<file path="src/hw/rtl/flash_led_brightness_sequencer_core_macros.svh">
// assertion macros for the flash led brightness sequencer core
// used by flash_led_brightness_sequencer_core.sv, expects clk and rst_n in scope
`ifndef FLASH_LED_BRIGHTNESS_SEQUENCER_CORE_MACROS_SVH
`define FLASH_LED_BRIGHTNESS_SEQUENCER_CORE_MACROS_SVH
`ifndef SYNTHESIS
`define FLBS_ASSERT_IMP(label, ante, cons) \
    label: assert property (@(posedge clk) disable iff (!rst_n) (ante) |-> (cons)) \
        else $error("flbs assertion failed");
`define FLBS_ASSERT_NXT(label, ante, cons) \
    label: assert property (@(posedge clk) disable iff (!rst_n) (ante) |=> (cons)) \
        else $error("flbs assertion failed");
`else
`define FLBS_ASSERT_IMP(label, ante, cons)
`define FLBS_ASSERT_NXT(label, ante, cons)
`endif
`endif

</file>
<file path="src/hw/rtl/flbs_pkg.sv">
// types, constants and step tables of the flash led brightness sequencer
// no dependencies; imported by flash_led_brightness_sequencer_core
package flbs_pkg;

    localparam int CFG_IDX_W  = 2;
    localparam int CFG_DATA_W = 16;
    localparam int STEP_DIV   = 25;
    localparam int STEP_MAX   = 10;

    localparam logic [7:0] FULL_REQ = 8'hFF;
    localparam logic [3:0] OUT_BOTH = 4'h3;

    typedef enum logic [1:0] {
        PH_IDLE  = 2'd0,
        PH_PRE   = 2'd1,
        PH_FLASH = 2'd2
    } phase_t;

    typedef enum logic [CFG_IDX_W-1:0] {
        CFG_PRE_BRIGHT = 2'd0,
        CFG_PRE_MS     = 2'd1,
        CFG_FLASH_MS   = 2'd2,
        CFG_TIMEOUT    = 2'd3
    } cfg_idx_t;

    typedef enum logic {
        CMD_REQUEST = 1'b0,
        CMD_TICK    = 1'b1
    } cmd_t;

    localparam logic [4:0] STEP_RATIO [0:10] =
        '{5'd1, 5'd2, 5'd13, 5'd13, 5'd13, 5'd13, 5'd15, 5'd16, 5'd16, 5'd16, 5'd16};
    localparam logic [4:0] STEP_LEVEL [0:10] =
        '{5'd1, 5'd2, 5'd3, 5'd9, 5'd13, 5'd16, 5'd13, 5'd10, 5'd12, 5'd14, 5'd16};

    // request / 25 clamped to 10, as a row of threshold compares
    function automatic logic [3:0] step_of(input logic [7:0] req);
        logic [3:0] s;
        s = '0;
        for (int i = 1; i <= STEP_MAX; i++)
        begin
            if (req >= 8'(STEP_DIV * i))
            begin
                s = 4'(i);
            end
        end
        return s;
    endfunction

    // (16 - x) mod 16
    function automatic logic [3:0] nib_of(input logic [4:0] x);
        logic [4:0] d;
        d = 5'd16 - x;
        return d[3:0];
    endfunction

    function automatic logic [15:0] at_least_one(input logic [15:0] v);
        return (v == '0) ? 16'd1 : v;
    endfunction

endpackage

</file>
<file path="src/hw/rtl/flash_led_brightness_sequencer_core.sv">
// flash led brightness sequencer: request register, sequencing logic, result register
// depends on flbs_pkg and flash_led_brightness_sequencer_core_macros.svh
//
// usage:
//   input channel in_valid/in_stall carries command (0 request, 1 ms tick) and
//   brightness; a word is taken at a clock edge with in_valid high and in_stall low.
//   every input word yields exactly one result word on out_valid/out_stall with
//   enable_pin, flash_pin, reg_write, reg0_value, reg1_value and phase.
//   configuration writes use cfg_valid/cfg_ready with cfg_index and cfg_data;
//   cfg_ready is always high, index 0 preflash brightness, 1 preflash length,
//   2 flash length, 3 flash timeout. write only while the block is idle.
//   a word passes first into the request register and then into the
//   result register, which holds the word until out_stall is low.
//   throughput is one word per cycle unless out_stall holds it; the request register
//   and result register form a two-stage pipeline, so a new word is taken while a
//   result waits. while the receiver stalls, both stages fill, then in_stall rises.
//   reset clears the sequence to idle with enable and flash low, both stages
//   empty, and loads the configuration reset values.
`include "flash_led_brightness_sequencer_core_macros.svh"

module flash_led_brightness_sequencer_core
(
    input  logic                           clk,
    input  logic                           rst_n,
    input  logic                           in_valid,
    output logic                           in_stall,
    input  logic                           command,
    input  logic [7:0]                     brightness,
    output logic                           out_valid,
    input  logic                           out_stall,
    output logic                           enable_pin,
    output logic                           flash_pin,
    output logic                           reg_write,
    output logic [7:0]                     reg0_value,
    output logic [7:0]                     reg1_value,
    output logic [1:0]                     phase,
    input  logic                           cfg_valid,
    output logic                           cfg_ready,
    input  logic [flbs_pkg::CFG_IDX_W-1:0] cfg_index,
    input  logic [flbs_pkg::CFG_DATA_W-1:0] cfg_data
);
    import flbs_pkg::*;

    logic [7:0]  pre_bright_reg;
    logic [15:0] pre_ms_reg;
    logic [15:0] flash_ms_reg;
    logic [4:0]  timeout_reg;

    logic        s1_valid_reg;
    logic        s1_cmd_reg;
    logic [7:0]  s1_bright_reg;

    phase_t      phase_reg, phase_next;
    logic [15:0] ms_reg, ms_next;
    logic [4:0]  level_reg, level_next;
    logic [4:0]  ratio_reg, ratio_next;
    logic        on_reg, on_next;
    logic        flash_reg, flash_next;
    logic        wrote_next;

    logic        out_valid_reg;
    logic        out_adv;
    logic        s1_fire;

    logic [7:0]  apply_req;
    logic        apply_en;
    logic [3:0]  step;
    logic [15:0] ms_dec;
    logic        seq_active;

    assign cfg_ready = 1'b1;
    assign out_adv   = !out_valid_reg || !out_stall;
    assign s1_fire   = s1_valid_reg && out_adv;
    assign in_stall  = s1_valid_reg && !out_adv;
    assign out_valid = out_valid_reg;

    always_ff @(posedge clk or negedge rst_n)
    begin
        if (!rst_n)
        begin
            pre_bright_reg <= 8'd200;
            pre_ms_reg     <= 16'd1000;
            flash_ms_reg   <= 16'd200;
            timeout_reg    <= 5'd16;
        end
        else if (cfg_valid && cfg_ready)
        begin
            case (cfg_idx_t'(cfg_index))
                CFG_PRE_BRIGHT: pre_bright_reg <= cfg_data[7:0];
                CFG_PRE_MS:     pre_ms_reg     <= cfg_data[15:0];
                CFG_FLASH_MS:   flash_ms_reg   <= cfg_data[15:0];
                CFG_TIMEOUT:    timeout_reg    <= cfg_data[4:0];
                default:        ;
            endcase
        end
    end

    // request register
    always_ff @(posedge clk or negedge rst_n)
    begin
        if (!rst_n)
        begin
            s1_valid_reg <= 1'b0;
        end
        else if (!in_stall)
        begin
            s1_valid_reg <= in_valid;
        end
    end

    always_ff @(posedge clk)
    begin
        if (!in_stall && in_valid)
        begin
            s1_cmd_reg    <= command;
            s1_bright_reg <= brightness;
        end
    end

    // sequencing logic
    assign ms_dec     = (ms_reg != '0) ? ms_reg - 16'd1 : ms_reg;
    assign seq_active = phase_reg inside {PH_PRE, PH_FLASH};
    assign step       = step_of(apply_req);

    always_comb
    begin
        phase_next = phase_reg;
        ms_next    = ms_reg;
        flash_next = flash_reg;
        apply_req  = '0;
        apply_en   = 1'b0;
        if (cmd_t'(s1_cmd_reg) == CMD_REQUEST)
        begin
            apply_en = 1'b1;
            if (s1_bright_reg == FULL_REQ)
            begin
                apply_req  = pre_bright_reg;
                phase_next = PH_PRE;
                ms_next    = at_least_one(pre_ms_reg);
            end
            else
            begin
                apply_req  = s1_bright_reg;
                phase_next = PH_IDLE;
                ms_next    = '0;
            end
        end
        else if (seq_active)
        begin
            ms_next = ms_dec;
            if (ms_dec == '0)
            begin
                if (phase_reg == PH_PRE)
                begin
                    phase_next = PH_FLASH;
                    flash_next = 1'b1;
                    ms_next    = at_least_one(flash_ms_reg);
                end
                else
                begin
                    phase_next = PH_IDLE;
                    apply_en   = 1'b1;
                end
            end
        end
    end

    always_comb
    begin
        level_next = level_reg;
        ratio_next = ratio_reg;
        on_next    = on_reg;
        wrote_next = 1'b0;
        if (apply_en)
        begin
            level_next = STEP_LEVEL[step];
            ratio_next = STEP_RATIO[step];
            on_next    = (step != '0);
            wrote_next = (step != '0);
        end
    end

    always_ff @(posedge clk or negedge rst_n)
    begin
        if (!rst_n)
        begin
            phase_reg     <= PH_IDLE;
            ms_reg        <= '0;
            level_reg     <= 5'd1;
            ratio_reg     <= 5'd1;
            on_reg        <= 1'b0;
            flash_reg     <= 1'b0;
            out_valid_reg <= 1'b0;
        end
        else
        begin
            if (out_adv)
            begin
                out_valid_reg <= s1_valid_reg;
            end
            if (s1_fire)
            begin
                phase_reg <= phase_next;
                ms_reg    <= ms_next;
                level_reg <= level_next;
                ratio_reg <= ratio_next;
                on_reg    <= on_next;
                flash_reg <= apply_en ? 1'b0 : flash_next;
            end
        end
    end

    // result register
    always_ff @(posedge clk)
    begin
        if (s1_fire)
        begin
            enable_pin <= on_next;
            flash_pin  <= apply_en ? 1'b0 : flash_next;
            reg_write  <= wrote_next;
            reg0_value <= wrote_next ? {nib_of(level_next), nib_of(timeout_reg)} : 8'd0;
            reg1_value <= wrote_next ? {OUT_BOTH, nib_of(ratio_next)} : 8'd0;
            phase      <= phase_next;
        end
    end

    `FLBS_ASSERT_IMP(a_idle_count_zero, phase_reg == PH_IDLE, ms_reg == '0)
    `FLBS_ASSERT_IMP(a_write_needs_enable, out_valid && reg_write, enable_pin)
    `FLBS_ASSERT_IMP(a_flash_only_in_flash, out_valid && flash_pin, phase == PH_FLASH)
    `FLBS_ASSERT_NXT(a_stalled_word_kept, in_stall, s1_valid_reg)

endmodule

</file>
<file path="config.mk">
export PLATFORM = sky130hd
export DESIGN_NAME = flash_led_brightness_sequencer_core
export DESIGN_NICKNAME = d
export VERILOG_FILES = /design/src/hw/rtl/flbs_pkg.sv /design/src/hw/rtl/flash_led_brightness_sequencer_core.sv
export VERILOG_INCLUDE_DIRS = /design/src /design/src/hw/rtl
export SDC_FILE = /design/constraint.sdc
export NUM_CORES = 1
export LEC_CHECK = 0
export ABC_AREA = 1
export BUFFER_PORTS_ARGS = -buffer_cell sky130_fd_sc_hd__buf_4
export CORE_ASPECT_RATIO = 0.5
export CORE_MARGIN = 2
export CORE_UTILIZATION = 35
export CTS_BUF_LIST = sky130_fd_sc_hd__clkbuf_8
export CTS_CLUSTER_DIAMETER = 150
export DETAILED_ROUTE_END_ITERATION = 10
export GPL_ROUTABILITY_DRIVEN = 1
export GPL_TIMING_DRIVEN = 0
export PLACE_DENSITY = 0.56
export SLEW_MARGIN = 20
export SYNTH_ARGS = -nofsm -noshare
export SYNTH_HDL_FRONTEND = slang
export SYNTH_SLANG_ARGS = --single-unit
</file>
<file path="constraint.sdc">
create_clock -name clk -period 3.65 [get_ports clk]
set_input_delay 0.365 -clock clk [delete_from_list [all_inputs] [get_ports clk]]
set_output_delay 0.365 -clock clk [all_outputs]
set_load 0.1 [all_outputs]
</file>
# Yosys cells after proc, flatten, opt, wreduce, memory -nomap -nowiden
# Memory sizes are Yosys's and may differ from the RTL's.
# Cells that the tools add are included.
[word_totals]
regBits = 106
mem_bits_rw = 0
latchBits = 0
inputBits = 32
memories = 2
output_inout_bits = 24
romBits = 160
[classes]
add_sub_neg = 4
magnitude_cmp = 11
reduce_logical = 20
mul = 0
n_eq_ne = 7
bitwise_logic = 1
div_mod_pow = 0
mux = 43
shift = 0
[memory_table]
columns = ["name", "words", "width", "rd", "rd_clocked_by_memory_dff", "wr", "line_no", "text"]
rows = [
  ["(no name shown)", 16, 5, 1, 0, 0, "flash_led_brightness_sequencer_core.sv:177", "ratio_next = STEP_RATIO[step];"],
  ["(no name shown)", 16, 5, 1, 0, 0, "flash_led_brightness_sequencer_core.sv:176", "level_next = STEP_LEVEL[step];"],
]
[op_table]
columns = ["cell", "n"]
rows = [
  ["$mux 16", 8],
  ["$logic_not 16->1", 3],
  ["$ge 8x8->1 const B", 5],
  ["$mux 4", 9],
  ["$mux 5", 6],
  ["$ge 8x7->1 const B", 3],
  ["$mux 8", 2],
  ["$reduce_bool 16->1", 1],
  ["$sub 16x1->16 const B", 1],
  ["$mux 1", 13],
  ["$sub 1x4->4 const A", 3],
  ["$reduce_and 2->1", 5],
  ["$eq 8x8->1 const B", 1],
  ["$ge 8x5->1 const B", 1],
  ["$ge 8x6->1 const B", 1],
  ["$mux 2", 4],
  ["$eq 2x2->1 const B", 3],
  ["$mux 6", 1],
  ["$ge 5x5->1 const B", 1],
  ["$not 4->5", 1],
  ["$eq 2x1->1 const B", 2],
  ["$logic_not 1->1", 4],
  ["$reduce_bool 4->1", 1],
  ["$logic_and 1x1->1", 3],
  ["4 further kinds", 4],
]

# Longest topological paths before layout
[depth]
word_depth = 21
mapped_depth = 29
ltp_nobuf = 29

# Worst setup path after synthesis
# No wires, ideal clock.
[synth_timing]
path_kind = "register -> register"
startpoint = "reg s1_bright_reg[4]"
endpoint = "reg reg0_value[6], data pin"
stages_incl_launch_ff = 26
setup_slack_ns = 0.538
t_arrival_ns = 2.966
synth_period_minus_slack_ns = 3.112
setup_time_ns = 0.146
n_path_buf = 0
cell_sequence = "edfxtp_1 nand2_1 nor2_4 nand2_2 o21ai_4 inv_1 a21oi_1 nand2_1 inv_2 nand2_1 nand2_1 nand2_1 nand2_1 nand2_1 a21oi_2 inv_1 ha_1 nand2_1 nand2_1 a21oi_1 nand2_1 nand2_1 inv_1 ha_1 or2_0 a21oi_1"
[synth_between]
elab_chain_len = 20
[synth_rtl]
columns = ["item", "line_no", "text"]
rows = [
  ["start: declaration", "flash_led_brightness_sequencer_core.sv:51", "logic [7:0] s1_bright_reg;"],
  ["start signal: assignment", "flash_led_brightness_sequencer_core.sv:116", "s1_bright_reg <= brightness;"],
  ["$eq 8x8->1", "flash_led_brightness_sequencer_core.sv:135", "if (s1_bright_reg == FULL_REQ)"],
  ["$mux 8 *", "flash_led_brightness_sequencer_core.sv:135", ""],
  ["$mux 8 *", "flash_led_brightness_sequencer_core.sv:132", "if (cmd_t'(s1_cmd_reg) == CMD_REQUEST)"],
  ["$ge 8x5->1", "flbs_pkg.sv:42", "if (req >= 8'(STEP_DIV * i))"],
  ["$mux 1", "flbs_pkg.sv:42", ""],
  ["$mux 4 (8 in series)", "flbs_pkg.sv:42", ""],
  ["$mux 4 *", "flbs_pkg.sv:42", ""],
  ["$not 4->5 (not written as such)", "flash_led_brightness_sequencer_core.sv:176", ""],
  ["$mem_v2 16x5", "n/a", ""],
  ["$mux 5 (not written as such) (2 in series)", "flash_led_brightness_sequencer_core.sv:176", ""],
  ["$mux 5", "flash_led_brightness_sequencer_core.sv:174", "if (apply_en)"],
  ["$sub 1x4->4", "flbs_pkg.sv:53", "d = 5'd16 - x;"],
  ["end signal: assignment", "flash_led_brightness_sequencer_core.sv:221", "reg0_value <= wrote_next ? {nib_of(level_next), nib_of(timeout_reg)} : 8'd0;"],
  ["end: declaration", "flash_led_brightness_sequencer_core.sv:34", "output logic [7:0] reg0_value,"],
]
# Every way passes the cells marked *; elsewhere a longest branch is shown, timed or not. The select of a mux whose other input is x is not followed.
# A chain may end at the register's enable or synchronous reset.

# Worst setup path in the final report
[layout_timing]
startpoint = "reg s1_bright_reg[6]"
endpoint = "reg reg0_value[6], data pin"
# The elaborated chain is that of the path after synthesis.

==> summary.md <==
| Metric | Value |
|---|---|
| Status | finished, final reports clean |
| Initial antenna violation count | 0 |
| IO buf count | 52 |
| Area growth, synth to finish | 17.4% |
| MaxCap Viol Count | 0 |
| Post-synthesis cell area | between 5000 and 6000 µm² |
| Synth top area share | 0.271 |
| Core ar. | 15500 µm² |
| DIE HEIGHT | slightly above 90 µm |
| Fmax | 296 MHz |
| Filler cells | between 1500 and 2000 |
| Crit-path max cell delay | around 0.35 ns |
| Post-synth cell types | 50 |
| Drt wl/cell | approximately 14 µm |
| Gpl congestion | around 0.86 |
| Min Tclk post-route | about 3.4 ns |
| First-pass GRT wire length | between 20000 and 25000 µm |
| Fin cells | between 900 and 1000 |
| Setup WS post-layout | around 0.27 ns |
| WP data arrival | roughly 3.6 ns |
| Synth top cells by count | nand2_1, inv_1, nor2_1 |
| CP most frequent cell | nand2_1 |
| Final setup violation count | 0 |
| #FFs+latches synth | 100 |
| Number of diodes | 0 |
| Area of the multi-input gates | approximately 2500 µm² |
| Ys async rst share | 0.740 |
| Post-synth top flop | dfrtp_1 |
| Clk slew on worst S/H paths | about 0.10 ns |
| CP bufs+invs | 2 |
| Top-level port count | 56 |
| WS Path Type | reg -> reg |
| Crit Path Max Fanout | 7 |
| Seq/Total Area, Yosys | 0.478 |
| Grt total ovfl | 0 |
| Worst r2r src | s1_bright_reg[6] |
| Synth warn | 0 |
| Die area | roughly 17000 µm² |
| Crit share post-route | 0.925 |
| DR pass1 iterations | 5 |
| Worst Setup SP | s1_bright_reg[6] |
| Total track usage | 0.169 |
| Final Cell Area | 6500 µm² |
| Placed Area | just over 6000 µm² |
| Cts bufs inserted | 9 |
| Register area | about 2700 µm² |
| Largest delay share family, worst path | simple AND/OR/NAND/NOR gates |
| Via count | between 4000 and 5000 |
| Synth top area cells | dfrtp_1, edfxtp_1, nand2_1 |
| IR Drop Worst-Case VDD | roughly 0.17 mV |
| DP Worst Slack | around 0.05 ns |
| Post-synth EDFFs | 26 |
| Critical path startpoint category | register |
| M3 GR Usage | 0.0319 |
| Iteration-0 DRC Markers | just under 300 |
| Final core occ | 0.421 |
| Clk buf depth | 2 |
| Row cnt | 32 |
| Most Used Layer, Global Route | met2 |
| Clock H-tree levels | 3 |
| Crit path required time | between 3 and 4 ns |
| Worst hold path class | in -> async |
| TritonCTS clock tree | built |
| Placed insts | 950 |
| Vias per inst | about 4.8 |
| M2 GR Usage | 0.266 |
| CP Capture Type | register |
| Final Hold Vio Count | 0 |
| Dpl hpwl | ~10000 µm |
| Cell count after synthesis | roughly 700 |
| Starting Density | 0.358 |
| Drc violations | 0 |
| Number of global-route vias before repair | 4332 |
| Largest net degree at the start of global routing | 75 |
| Skew-Pair Late Insertion Delay | 0.37 ns |
| Worst-Margin Slew | just under 1 ns |
| Most frequent cell after synthesis | nand2_1 |
| Antenna Violating Nets Remaining | 0 |
| DIE WIDTH | approximately 180 µm |
| Clk sinks | 100 |
| Met1 Usage GRT | 0.241 |
| Yosys top cell by area | dfrtp_1 |
| Root Driver | clkbuf_8 |
| Layout cells sized above 1 | 0.191 |
| Slowest cell on crit path | edfxtp_1 |
| Clock Skew | ~0.014 ns |
| Relative slew margins | 0.346 |
| P_leak | between 3 and 4 nW |
| Synth Area per Inst | 7.99 µm² |
| Power per cell area | 561 nW/µm² |
| Fin nets | around 800 |
| Fin. max-slew vios | 0 |
| Routed wire length | around 14000 µm |
==> path summary, 6_finish.rpt <==
path / end / slack, ns / depth (start not counted)
setup reg to reg: reg0_value[6] / 0.27 / 25
setup / recovery: reg0_value[6] / 0.27 / 25
max in group asynchronous: s1_valid_reg / 2.86 / 1
hold reg to reg: pre_bright_reg[0] / 0.49 / 2
hold / removal: ms_reg[11] / 0.11 / 1
min in group clk: s1_bright_reg[2] / 0.17 / 1
==> metal layers <==
layer  part of all wire  wire, µm
met1               0.51      7130
met3              0.032       449
met5                  0         0
met2               0.45      6270
met4             0.0089       124
==> cell usage in the layout, fill, tap and decap left out, types with 10 or more instances in the layout <==
cell      netlist  layout
inv_1          81      79
edfxtp_1       26      26
nand3_1        27      27
nand2_2         7      10
clkbuf_8        0      10
nor2_1         64      64
a22oi_1        12      12
nand2_1       195     191
dfrtp_1        60      60
a21oi_1        26      22
o21ai_0        60      59
buf_4           5      64
clkbuf_1       14      13
dfstp_2        14      14
==> layout make-up <==
class / instances / share of cell area
Clock buffer: 10 / 0.0212
Multi-Input combinational cell: 479 / 0.383
Timing Repair Buffer: 59 / 0.0681
Inverter: 90 / 0.0523
Tap cell: 204 / 0.0392
Buffer: 25 / 0.0194
Clock inverter: 6 / 0.00962
Sequential cell: 100 / 0.407
==> where the power goes <==
group	internal, mW	switching [mW]	leakage (nW)
logic	0.442	0.860	1.88
registers	1.41	0.192	1.13
clock network	0.336	0.406	0.0980
total	2.19	1.46	3.11
==> worst reg2reg max path: stages (launching register included) <==
cell      delay [ns]
edfxtp_1        0.35
nand2_1         0.11
nor2_4          0.22
nand2_4         0.10
o21ai_4         0.25
nand2_1         0.12
a21oi_2         0.16
nand2_1         0.08
nand2_1         0.07
nand2_1         0.04
nand2_1         0.05
nand2_1         0.04
nand2_1         0.07
nand2_2         0.08
a21oi_4         0.22
inv_1           0.08
ha_1            0.27
nand2_1         0.06
nand2_1         0.06
a21oi_2         0.12
nand2_1         0.06
nand2_1         0.07
inv_2           0.06
ha_2            0.17
or2_0           0.21
a21oi_1         0.12
==> cells by family after synthesis <==
logic type / count (synthesis) / synth area share
and+or+nand+nor: 323 / 0.249
AOI/OAI and AO/OA: 137 / 0.155
buffers and inverters: 115 / 0.0836
DFF: 100 / 0.478
adders and majority gates: 10 / 0.0226
xor gates and xnor gates: 6 / 0.00949
other: 2 / 0.00136
==> timing repair <==
action | in CTS | in global routing
endpoints found under the setup margin | 0 | 7
hold buffers | 0 | 0
buffers inserted | 0 | 7
gates resized for setup | 0 | 19
==> stage by stage <==
step	hold WS, ns	TNS [ns]	power [mW]
after global placement	0.465	0	2.89
after floorplan	0.0694	0	2.58
after global routing	0.148	-0.00251	3.90
after CTS	0.145	0	3.65
after detailed placement	0.472	0	2.91
final	0.115	0	3.65
(Power assumes the default switching activity.)
